`src/fcc_pkg.sv`:
```
// Package for the frame checker and command classifier.
// Holds the item structs, the code register set, status and class codes and frame constants.
// No dependencies.
package fcc_pkg;

  // Input item: one received byte and its end-of-packet flag.
  typedef struct packed {
    logic [7:0] rx_byte;
    logic       last_byte;
  } in_item_t;

  // Result item, given once per packet on its final byte.
  typedef struct packed {
    logic [1:0]  status;
    logic [2:0]  cmd_class;
    logic [31:0] master_addr;
    logic [31:0] client_addr;
    logic [7:0]  first_data;
    logic [7:0]  computed_sum;
  } out_item_t;

  // The four configured command codes, without their bit 7.
  typedef struct packed {
    logic [6:0] read_id;
    logic [6:0] control;
    logic [6:0] read_ack;
    logic [6:0] config_order;
  } codes_t;

  localparam int CFG_IDX_W  = 2;
  localparam int CFG_DATA_W = 7;

  localparam logic [CFG_IDX_W-1:0] REG_CODE_READ_ID      = 2'd0;
  localparam logic [CFG_IDX_W-1:0] REG_CODE_CONTROL      = 2'd1;
  localparam logic [CFG_IDX_W-1:0] REG_CODE_READ_ACK     = 2'd2;
  localparam logic [CFG_IDX_W-1:0] REG_CODE_CONFIG_ORDER = 2'd3;

  localparam logic [6:0] RST_CODE_READ_ID      = 7'd0;
  localparam logic [6:0] RST_CODE_CONTROL      = 7'd1;
  localparam logic [6:0] RST_CODE_READ_ACK     = 7'd2;
  localparam logic [6:0] RST_CODE_CONFIG_ORDER = 7'd3;

  localparam logic [1:0] ST_OK       = 2'd0;
  localparam logic [1:0] ST_BAD_HDR  = 2'd1;
  localparam logic [1:0] ST_CHECKSUM = 2'd2;
  localparam logic [1:0] ST_TOO_LONG = 2'd3;

  localparam logic [2:0] CLS_READ_ID      = 3'd0;
  localparam logic [2:0] CLS_CONTROL      = 3'd1;
  localparam logic [2:0] CLS_READ_ACK     = 3'd2;
  localparam logic [2:0] CLS_CONFIG_ORDER = 3'd3;
  localparam logic [2:0] CLS_UNSUPPORTED  = 3'd4;

  localparam logic [7:0] SYNC_BYTE0   = 8'hAA;
  localparam logic [7:0] SYNC_BYTE1   = 8'h55;
  localparam logic [7:0] CODE_MARK    = 8'h80;

  // Byte positions within a packet.
  localparam int CNT_W = 6;
  localparam logic [CNT_W-1:0] POS_SYNC0      = 6'd0;
  localparam logic [CNT_W-1:0] POS_SYNC1      = 6'd1;
  localparam logic [CNT_W-1:0] POS_LENGTH     = 6'd2;
  localparam logic [CNT_W-1:0] POS_MASTER_LO  = 6'd3;
  localparam logic [CNT_W-1:0] POS_MASTER_HI  = 6'd6;
  localparam logic [CNT_W-1:0] POS_CLIENT_LO  = 6'd7;
  localparam logic [CNT_W-1:0] POS_CLIENT_HI  = 6'd10;
  localparam logic [CNT_W-1:0] POS_TYPE       = 6'd11;
  localparam logic [CNT_W-1:0] POS_DATA       = 6'd12;
  localparam logic [CNT_W-1:0] CNT_SATURATE   = 6'd63;

  // The summed window runs from the length byte to index L plus this offset.
  localparam logic [8:0] SUM_WINDOW_EXTRA = 9'd10;

endpackage

```
`src/fcc_classify.sv`:
```
// Command classifier: matches a type byte against the four configured codes.
// Depends on fcc_pkg.
module fcc_classify (
  input  logic [7:0]     type_byte,
  input  fcc_pkg::codes_t codes,
  output logic [2:0]     cmd_class
);
  import fcc_pkg::*;

  // Each code is compared with bit 7 set; the first match wins.
  always_comb begin
    if (type_byte == ({1'b0, codes.read_id} | CODE_MARK)) begin
      cmd_class = CLS_READ_ID;
    end else if (type_byte == ({1'b0, codes.control} | CODE_MARK)) begin
      cmd_class = CLS_CONTROL;
    end else if (type_byte == ({1'b0, codes.read_ack} | CODE_MARK)) begin
      cmd_class = CLS_READ_ACK;
    end else if (type_byte == ({1'b0, codes.config_order} | CODE_MARK)) begin
      cmd_class = CLS_CONFIG_ORDER;
    end else begin
      cmd_class = CLS_UNSUPPORTED;
    end
  end

endmodule

```
`src/frame_checker_command_classifier.sv`:
```
// Top level of the frame checker and command classifier.
// Depends on fcc_pkg and fcc_classify.
//
// Usage. Received packet bytes enter on the input channel (in_valid, in_stall, in_data), one
// item per byte in arrival order, with last_byte set on the final byte. Every packet must have
// at least twelve bytes and begin with the sync pair 0xAA 0x55; byte 2 is a length L, and the
// bytes from index 2 to L+10 are summed modulo 256 and compared with the final byte. Bytes at
// an index of MAX_PACKET or more are dropped and the packet is reported as too long.
// For each packet exactly one result item leaves on the output channel (out_valid, out_stall,
// out_data): the status, the command class, the master and client identifiers, the first data
// byte and the computed sum. A rejected packet always reports the unsupported class.
// Throughput is one byte per cycle but for the stall below: the counter, the running sum and
// the captured fields are updated together; the result, formed from them combinationally,
// is held in the output register and appears in the cycle after its final byte is accepted.
// When the receiver stalls and the output register is full, only a final byte is held back;
// other bytes keep flowing because they produce no result.
// The user must write the command codes (cfg_we, cfg_index, cfg_data) only while the block
// is idle; the block does not enforce this. Reset (rst, synchronous, active high) clears the
// packet state, empties the output register and returns the command codes to 0, 1, 2 and 3.
module frame_checker_command_classifier #(
  parameter int MAX_PACKET = 32
) (
  input  logic                              clk,
  input  logic                              rst,
  input  logic                              in_valid,
  output logic                              in_stall,
  input  fcc_pkg::in_item_t                 in_data,
  output logic                              out_valid,
  input  logic                              out_stall,
  output fcc_pkg::out_item_t                out_data,
  input  logic                              cfg_we,
  input  logic [fcc_pkg::CFG_IDX_W-1:0]     cfg_index,
  input  logic [fcc_pkg::CFG_DATA_W-1:0]    cfg_data
);
  import fcc_pkg::*;

  localparam logic [CNT_W-1:0] MAX_POS = CNT_W'(MAX_PACKET);

  // Configuration registers.
  codes_t codes;

  // Packet state.
  logic [CNT_W-1:0] byte_count;
  logic             header_good;
  logic [7:0]       length_field;
  logic [7:0]       running_sum;
  logic [31:0]      master_reg;
  logic [31:0]      client_reg;
  logic [7:0]       type_reg;
  logic [7:0]       data_reg;
  logic             overflow_flag;

  logic             header_good_next;
  logic [7:0]       length_field_next;
  logic [7:0]       running_sum_next;
  logic [31:0]      master_reg_next;
  logic [31:0]      client_reg_next;
  logic [7:0]       type_reg_next;
  logic [7:0]       data_reg_next;
  logic             overflow_flag_next;
  logic [CNT_W-1:0] byte_count_next;

  logic             in_fire;
  logic             in_window;
  logic             in_sum;
  logic [1:0]       status_next;
  logic [2:0]       class_match;
  out_item_t        result_next;
  logic [7:0]       b;

  assign b = in_data.rx_byte;

  // Only a final byte needs room in the output register.
  assign in_stall = out_valid & out_stall & in_data.last_byte;
  assign in_fire  = in_valid & ~in_stall;

  // Index within the stored part of the packet.
  assign in_window = (byte_count < MAX_POS);

  // The sum test uses the freshly captured length, so the length byte itself is always summed.
  assign in_sum = in_window && (byte_count >= POS_LENGTH) &&
                  ({3'b000, byte_count} <= ({1'b0, length_field_next} + SUM_WINDOW_EXTRA));

  always_comb begin
    header_good_next   = header_good;
    length_field_next  = length_field;
    master_reg_next    = master_reg;
    client_reg_next    = client_reg;
    type_reg_next      = type_reg;
    data_reg_next      = data_reg;
    overflow_flag_next = overflow_flag | ~in_window;
    if (in_window) begin
      case (byte_count) inside
        POS_SYNC0: begin
          if (b != SYNC_BYTE0) header_good_next = 1'b0;
        end
        POS_SYNC1: begin
          if (b != SYNC_BYTE1) header_good_next = 1'b0;
        end
        POS_LENGTH: begin
          length_field_next = b;
        end
        [POS_MASTER_LO:POS_MASTER_HI]: begin
          master_reg_next = {master_reg[23:0], b};
        end
        [POS_CLIENT_LO:POS_CLIENT_HI]: begin
          client_reg_next = {client_reg[23:0], b};
        end
        POS_TYPE: begin
          type_reg_next = b;
        end
        POS_DATA: begin
          data_reg_next = b;
        end
        default: begin
        end
      endcase
    end
  end

  assign running_sum_next = in_sum ? (running_sum + b) : running_sum;
  assign byte_count_next  = (byte_count == CNT_SATURATE) ? byte_count
                                                         : (byte_count + CNT_W'(1));

  fcc_classify u_classify (
    .type_byte (type_reg_next),
    .codes     (codes),
    .cmd_class (class_match)
  );

  // Status priority: too long, then short or bad header, then checksum.
  always_comb begin
    if (overflow_flag_next) begin
      status_next = ST_TOO_LONG;
    end else if ((byte_count < POS_TYPE) || !header_good_next) begin
      status_next = ST_BAD_HDR;
    end else if (running_sum_next != b) begin
      status_next = ST_CHECKSUM;
    end else begin
      status_next = ST_OK;
    end
  end

  always_comb begin
    result_next.status       = status_next;
    result_next.cmd_class    = (status_next == ST_OK) ? class_match : CLS_UNSUPPORTED;
    result_next.master_addr  = master_reg_next;
    result_next.client_addr  = client_reg_next;
    result_next.first_data   = data_reg_next;
    result_next.computed_sum = running_sum_next;
  end

  // Configuration writes.
  always_ff @(posedge clk) begin
    if (rst) begin
      codes.read_id      <= RST_CODE_READ_ID;
      codes.control      <= RST_CODE_CONTROL;
      codes.read_ack     <= RST_CODE_READ_ACK;
      codes.config_order <= RST_CODE_CONFIG_ORDER;
    end else if (cfg_we) begin
      case (cfg_index)
        REG_CODE_READ_ID:      codes.read_id      <= cfg_data;
        REG_CODE_CONTROL:      codes.control      <= cfg_data;
        REG_CODE_READ_ACK:     codes.read_ack     <= cfg_data;
        REG_CODE_CONFIG_ORDER: codes.config_order <= cfg_data;
        default: begin
        end
      endcase
    end
  end

  // Packet state: advanced on every accepted byte, cleared after the final one.
  always_ff @(posedge clk) begin
    if (rst || (in_fire && in_data.last_byte)) begin
      byte_count    <= '0;
      header_good   <= 1'b1;
      length_field  <= '0;
      running_sum   <= '0;
      master_reg    <= '0;
      client_reg    <= '0;
      type_reg      <= '0;
      data_reg      <= '0;
      overflow_flag <= 1'b0;
    end else if (in_fire) begin
      byte_count    <= byte_count_next;
      header_good   <= header_good_next;
      length_field  <= length_field_next;
      running_sum   <= running_sum_next;
      master_reg    <= master_reg_next;
      client_reg    <= client_reg_next;
      type_reg      <= type_reg_next;
      data_reg      <= data_reg_next;
      overflow_flag <= overflow_flag_next;
    end
  end

  // Output register.
  always_ff @(posedge clk) begin
    if (rst) begin
      out_valid <= 1'b0;
    end else if (in_fire && in_data.last_byte) begin
      out_valid <= 1'b1;
    end else if (!out_stall) begin
      out_valid <= 1'b0;
    end
  end

  always_ff @(posedge clk) begin
    if (in_fire && in_data.last_byte) begin
      out_data <= result_next;
    end
  end

  // A rejected packet never reports a supported class.
  a_reject_class: assert property (@(posedge clk) disable iff (rst)
    (out_valid && (out_data.status != ST_OK)) |-> (out_data.cmd_class == CLS_UNSUPPORTED))
    else $error("rejected packet reported with a supported class");

  // The final byte always clears the packet state.
  a_clear_after_last: assert property (@(posedge clk) disable iff (rst)
    (in_fire && in_data.last_byte) |=> (byte_count == '0 && !overflow_flag && header_good))
    else $error("packet state not cleared after final byte");

  // The counter advances by one on each non-final byte until it saturates.
  a_count_step: assert property (@(posedge clk) disable iff (rst)
    (in_fire && !in_data.last_byte && byte_count != CNT_SATURATE)
      |=> (byte_count == $past(byte_count) + CNT_W'(1)))
    else $error("byte counter did not advance");

  // Overflow is only flagged once the count has reached the maximum size.
  a_overflow_count: assert property (@(posedge clk) disable iff (rst)
    overflow_flag |-> (byte_count >= MAX_POS))
    else $error("overflow flagged inside the packet limit");

endmodule
```
`config.mk`:
```
export PLATFORM = sky130hd
export DESIGN_NAME = frame_checker_command_classifier
export DESIGN_NICKNAME = d
export VERILOG_FILES = /design/src/fcc_pkg.sv /design/src/fcc_classify.sv /design/src/frame_checker_command_classifier.sv
export SDC_FILE = /design/constraint.sdc
export NUM_CORES = 1
export LEC_CHECK = 0
export ABC_AREA = 0
export BUFFER_PORTS_ARGS = -buffer_cell sky130_fd_sc_hd__clkbuf_2
export CAP_MARGIN = 40
export CORE_ASPECT_RATIO = 0.6
export CORE_UTILIZATION = 60
export CTS_CLUSTER_DIAMETER = 150
export DETAILED_ROUTE_END_ITERATION = 6
export GPL_TIMING_DRIVEN = 1
export PLACE_DENSITY = 0.78
export SLEW_MARGIN = 20
export SYNTH_ARGS = -nofsm -noshare
export SYNTH_HDL_FRONTEND = slang
export SYNTH_HIERARCHICAL = 1
export SYNTH_SLANG_ARGS = --single-unit
export TNS_END_PERCENT = 10
```
`constraint.sdc`:
```
create_clock -name clk -period 13.8 [get_ports clk]
set_clock_uncertainty 0.2 [all_clocks]
set_input_delay 1.38 -clock clk [delete_from_list [all_inputs] [get_ports clk]]
set_output_delay 1.38 -clock clk [all_outputs]
set_load 0.02 [all_outputs]
```
# Word level (Yosys, flattened, before mapping)
# Index checks and enable logic that the tools add are counted.
# word_totals
reg_bits,218
input_bits,23
wordCells,120
# op_classes
n_reduce_logical,18
eq_ne,16
mux,45
add_sub_neg,3
bitwise,8
n_lt_le_gt_ge,8
# op_table
op,n
32-bit 2-to-1 mux,11
8-bit 2-to-1 mux,20
8-bit equality test,4
6-bit by 4-bit equality test with 1-bit output (second input constant),2
6-bit by 2-bit >= comparator with 1-bit output (second input constant),2
3-bit 2-to-1 mux,4
2-bit AND reduction,5
8-bit by 4-bit adder with 9-bit output (second input constant),1
6-bit by 9-bit less-or-equal comparator with 1-bit output,1
8-bit adder,1
8-bit by 7-bit inequality test with 1-bit output (second input constant),1
8-bit inequality test,1
8-bit inequality test (second input constant),1
1-bit 2-to-1 mux,7
6-bit by 1-bit adder with 6-bit output (second input constant),1
6-bit by 1-bit equality test with 1-bit output (second input constant),1
6-bit by 2-bit equality test with 1-bit output (second input constant),1
6-bit equality test (second input constant),1
6-bit by 3-bit >= comparator with 1-bit output (second input constant),1
6-bit by 3-bit less-or-equal comparator with 1-bit output (second input constant),1
6-bit by 4-bit less-or-equal comparator with 1-bit output (second input constant),1
6-bit logical NOT,1
6-bit by 4-bit less-than comparator with 1-bit output (second input constant),1
6-bit less-than comparator (second input constant),1
13 further kinds,27

# Depth between registers and ports, before layout
# logic_depth
ltp_word,16
ltp_mapped,19
ltp_nobuf,18

# Hierarchy
# The synthesis kept the hierarchy.
# modules_own_cells
mod,instances,area_each_um2,seq_area_each_um2,cells_each
frame_checker_command_classifier,1,9628.0,5215.0,958
fcc_classify,1,355.3,0.0,46

# Least setup slack after synthesis
# Ideal clock, no wire load.
# synth_path
kind,input-to-reg
startpoint,in out_stall
endpoint,reg master_reg[0]
path_slack_ns,8.747
arrival_ns,4.721
required_ns,13.468
cell_stages,7
path_cell_list,nand3_1 and3_1 or2_2 clkbuf_1 clkbuf_1 clkbuf_1 nor3_1
# synth_between
elab_chain_len,6
# synth_lines
element,line_no,rtl
from (decl),frame_checker_command_classifier.sv:29,"input logic out_stall,"
1-bit bitwise AND * (2 in a row),frame_checker_command_classifier.sv:74,assign in_stall = out_valid & out_stall & in_data.last_byte;
1-bit inverter *,frame_checker_command_classifier.sv:75,assign in_fire = in_valid & ~in_stall;
1-bit bitwise AND *,frame_checker_command_classifier.sv:75,
1-bit logical AND,frame_checker_command_classifier.sv:174,if (rst || (in_fire && in_data.last_byte)) begin
1-bit logical OR,frame_checker_command_classifier.sv:174,
to (signal assigned),frame_checker_command_classifier.sv:189,master_reg <= master_reg_next;
to (decl),frame_checker_command_classifier.sv:47,logic [31:0] master_reg;
# Every way passes the cells marked *; elsewhere a longest branch is shown, timed or not.
# A chain may end at the register's enable or synchronous reset.

# Final worst setup path
# layout_path
startpoint,reg byte_count[0]
endpoint,reg out_data[82] in the netlist's numbering (data pin)
# layout_between
elab_chain_len,14
# layout_lines
element,line_no,rtl
from (decl),frame_checker_command_classifier.sv:43,logic [CNT_W-1:0] byte_count;
from (signal assigned),frame_checker_command_classifier.sv:185,byte_count <= byte_count_next;
6-bit by 2-bit equality test with 1-bit output (no line),n/a,
8-bit 2-to-1 mux (3 in a row),frame_checker_command_classifier.sv:93,case (byte_count) inside
8-bit 2-to-1 mux,frame_checker_command_classifier.sv:92,if (in_window) begin
8-bit by 4-bit adder with 9-bit output,frame_checker_command_classifier.sv:82,"({3'b000, byte_count} <= ({1'b0, length_field_next} + SUM_WINDOW_EXTRA));"
6-bit by 9-bit less-or-equal comparator with 1-bit output,frame_checker_command_classifier.sv:82,
1-bit logical AND,frame_checker_command_classifier.sv:81,assign in_sum = in_window && (byte_count >= POS_LENGTH) &&
8-bit 2-to-1 mux,frame_checker_command_classifier.sv:121,assign running_sum_next = in_sum ? (running_sum + b) : running_sum;
8-bit inequality test,frame_checker_command_classifier.sv:137,end else if (running_sum_next != b) begin
2-bit 2-to-1 mux,frame_checker_command_classifier.sv:137,
2-bit 2-to-1 mux,frame_checker_command_classifier.sv:135,end else if ((byte_count < POS_TYPE) || !header_good_next) begin
2-bit 2-to-1 mux,frame_checker_command_classifier.sv:133,if (overflow_flag_next) begin
2-bit logical NOT,frame_checker_command_classifier.sv:146,result_next.cmd_class = (status_next == ST_OK) ? class_match : CLS_UNSUPPORTED;
to (signal assigned),frame_checker_command_classifier.sv:210,out_data <= result_next;
to (decl),frame_checker_command_classifier.sv:30,"output fcc_pkg::out_item_t out_data,"
# Parallel ways exist; a longest one is shown, timed or not.

==> impl_metrics.yaml <==
worst_setup_path:
  cp.required_ns: 13.83
  crit_chain: "inv_1 > ha_1 > or4b_4 > nor2_2 > mux2_2 > ha_1 > o21ai_0 > xor2_1 > nor2_1 > a21oi_1 > ha_1 > nand2_1 > o22ai_1 > nand4bb_2 > nand2_2 > mux2i_1 > nand4b_1 > or4_1"
  start_kind: "flip-flop"
  r2r_cells: 18
  crit_path_max_incr_delay_ns: 0.59
  worstSetupPathDepth: 18
  endpoint_kind: "flip-flop"
  crit_top_cell: "ha_1"
  r2r_end: "out_data[82]$_SDFFCE_PP1P_"
  cp_num_buf_inv: 1
  cpLargestDelayFamily: "simple AND/OR/NAND/NOR gates"
  critical_path_class: "reg2reg"
  crit_arrival_ns: 5.57
  cp_slowest_cell: "or4b_4"
  r2r_start: "byte_count[0]$_SDFFE_PP0P_"
  cp_max_fo: 11
  rrSetupSlack_ns: 8.27
yosys:
  ys_top_cells_by_area: "dfxtp_1 (27%), edfxtp_1 (26%), mux2_2 (8.5%)"
  yosysTopAreaCell: "dfxtp_1"
  synthFlopType: "dfxtp_1"
  postSynth.asyncResetShare: 0
  syn_area_um2: 9983
  yosys.area.top_type_share: 0.2667
  synthCells: 1004
  synth_cell_type_count: 68
  syn_avg_cell_area_um2: 9.944
  synth-seq-cells: 218
  yosys_warnings: 6
  postSynthNetCount: 1045
  seq_area_frac_synth: 0.5224
  synth_edf_count: 85
timing:
  maxSlewHeadroom: 0.4353
  fin_crit_sh: 0.4008
  fin_tns_setup_ns: 0
  fmax_mhz: 180.8
  tightest_slew_ns: 0.8470
  maxSlewViolCount: 0
  min_period_ns: 5.531
  rsz0062_at_grt: "false"
  finalSetupViolations: 0
  final_hold_viol_count: 0
route:
  avgRoutedWirePerCell_um: 17.79
  drc: 1
  drtIter0Drc: 603
  postRouteAntennaNets: 0
  wl_um: 23540
  drt-vias-per-instance: 5.779
  dr.pass1.iters: 7
  vias: 7646
grt:
  antenna_found_initial: 0
  grt.total_usage: 0.2747
  overflow: 0
  grt_max_degree: 82
  grt_pass1_vias: 7067
  grt_pass1_wl_um: 37190
layout:
  nFillCells: 1233
  area_growth_pct: 13.67
  layout_common_cells: "nor2_1 (200), dfxtp_1 (133), clkbuf_2 (110), edfxtp_1 (85), nor3_1 (78)"
  final_util: 0.6979
  drive_above_1_share: 0.2237
  nets: 1123
  layout_commonest_cell: "nor2_1"
  largest_register_ffs: 85
  num_antenna_cells: 0
pwr:
  seqPwrFrac: 0.509
  power_frac_clock: 0.382
  p_switching_w: 0.0003509
  power.share.switching: 0.2495
  p_comb_frac: 0.109
  p_leak_nw: 4.589
  powerDensity_nw_per_um2: 124.0
  p_int_w: 0.001056
  ir_worst_vdd_mv: 0.06380
floorplanning:
  core-area_um2: 16260
  io_pins: 110
  fp.dieH_um: 101.9
  fp.dieW_um: 168.5
  die-area_um2: 17180
  start_util: 0.6140
  num_rows: 36
clock_tree:
  cts_resized: 0
  hold_buffers: 0
  clkLatencyLatePin_ns: 0.50
  post_cts_buffers: 0
  cts.sinks: 218
  cts-root-buf: "clkbuf_16"
  cts_buffers: 21
  tritoncts: "yes"
  clkTransAtPathRegs_ns: 0.06
  htreeDepth: 1
  clockBufferDepth: 3
min_path:
  min_from: "length_field[0]$_SDFFE_PP0P_"
  min_path_cells: 2
  min_path_type: "reg2reg"
  min_to: "length_field[0]$_SDFFE_PP0P_"
place:
  place_congestion: 0.8987
  dpl.hpwl_um: 15610
  port_buffers: 109
flow_run:
  maxCapViolations: 0
run_status:
  status: "finished, violations left"
  violations: "design-rule violations"
## power groups by stage
| stage | clock network, W | logic [W] | registers [W] |
|---|---|---|---|
| finish | 0.000537 | 0.000154 | 0.000716 |
| floorplan | 0 | 0.0000953 | 0.000739 |
| detailed placement | 0 | 0.000151 | 0.000729 |
| global placement | 0 | 0.000147 | 0.000728 |
| CTS | 0.000542 | 0.000153 | 0.000716 |
| global route | 0.000569 | 0.000169 | 0.000718 |
## per-layer routing
| layer | GRT usage | part of all wire |
|---|---|---|
| met4 | 0.06224 | 0.017 |
| met3 | 0.04802 | 0.073 |
| met5 | 0 | 0 |
| met1 | 0.4111 | 0.49 |
| met2 | 0.4169 | 0.42 |
## layout make-up
class,count,area (um2),share of cell area
Timing Repair Buffer,119,663.1,0.05843
Clock buffer,30,600.6,0.05292
Multi-Input combinational cell,704,4486,0.3953
Tap cell,228,285.3,0.02514
Inverter,18,67.56,0.005954
Sequential cell,218,5215,0.4595
Clock inverter,6,31.28,0.002756
## cells in the mapped netlist (4+ instances only)
| cell type | instances |
|---|---|
| and3_1 | 5 |
| nor4_1 | 6 |
| edfxtp_1 | 85 |
| xor2_1 | 20 |
| nand2_1 | 72 |
| nor3b_1 | 5 |
| a31oi_1 | 4 |
| a211oi_1 | 7 |
| xnor2_1 | 34 |
| nor2_1 | 200 |
| nand3_1 | 9 |
| o21ai_0 | 27 |
| buf_1 | 8 |
| dfxtp_1 | 133 |
| a21oi_1 | 39 |
| or4_1 | 4 |
| inv_1 | 18 |
| nor3_1 | 78 |
| ha_1 | 17 |
| nand4_1 | 15 |
| a211o_1 | 4 |
| mux2_2 | 75 |
| clkbuf_1 | 51 |
| mux2i_1 | 26 |
| nand3b_1 | 4 |
## cells by family after synthesis
logic type      count (synthesis)  share of synthesized area
compound gates                107                    0.06592
xor+xnor                       54                    0.04737
fa+ha+maj                      18                    0.02331
buf+inv                        82                    0.03233
flops                         218                     0.5224
mux                           101                     0.1107
simple gates                  424                     0.1980
## worst max path at each step
| stage | start | end | slack [ns] |
|---|---|---|---|
| after floorplan | out_stall | master_reg[0]$_SDFFE_PP0P_ | 8.75 |
| after global placement | byte_count[0]$_SDFFE_PP0P_ | out_data[82]$_SDFFCE_PP1P_ | 8.48 |
| after detailed placement | byte_count[0]$_SDFFE_PP0P_ | out_data[82]$_SDFFCE_PP1P_ | 8.31 |
| after CTS | byte_count[0]$_SDFFE_PP0P_ | out_data[82]$_SDFFCE_PP1P_ | 8.30 |
| after global routing | byte_count[0]$_SDFFE_PP0P_ | out_data[82]$_SDFFCE_PP1P_ | 7.91 |
| final | byte_count[0]$_SDFFE_PP0P_ | out_data[82]$_SDFFCE_PP1P_ | 8.27 |
## per-stage QoR
step	hold slack, ns	cells	power [W]	cell area [um2]	setup WS [ns]
after floorplan	0.2199	1004	0.0008343	9983	8.747
after global placement	0.2364	1282	0.0008749	10640	8.480
after detailed placement	0.2451	1286	0.0008806	10710	8.307
after CTS	0.2532	1322	0.001411	11340	8.296
after global routing	0.2759	1323	0.001456	11350	7.913
final	0.2547	1323	0.001407	11350	8.269
## worst reg2reg max path: stages, from the launching register on
cell,delay [ns]
dfxtp_1,0.58
inv_1,0.13
ha_1,0.30
or4b_4,0.59
nor2_2,0.29
mux2_2,0.42
ha_1,0.22
o21ai_0,0.27
xor2_1,0.18
nor2_1,0.05
a21oi_1,0.12
ha_1,0.26
nand2_1,0.07
o22ai_1,0.09
nand4bb_2,0.30
nand2_2,0.27
mux2i_1,0.27
nand4b_1,0.18
or4_1,0.49
(Power assumes the default switching activity.)
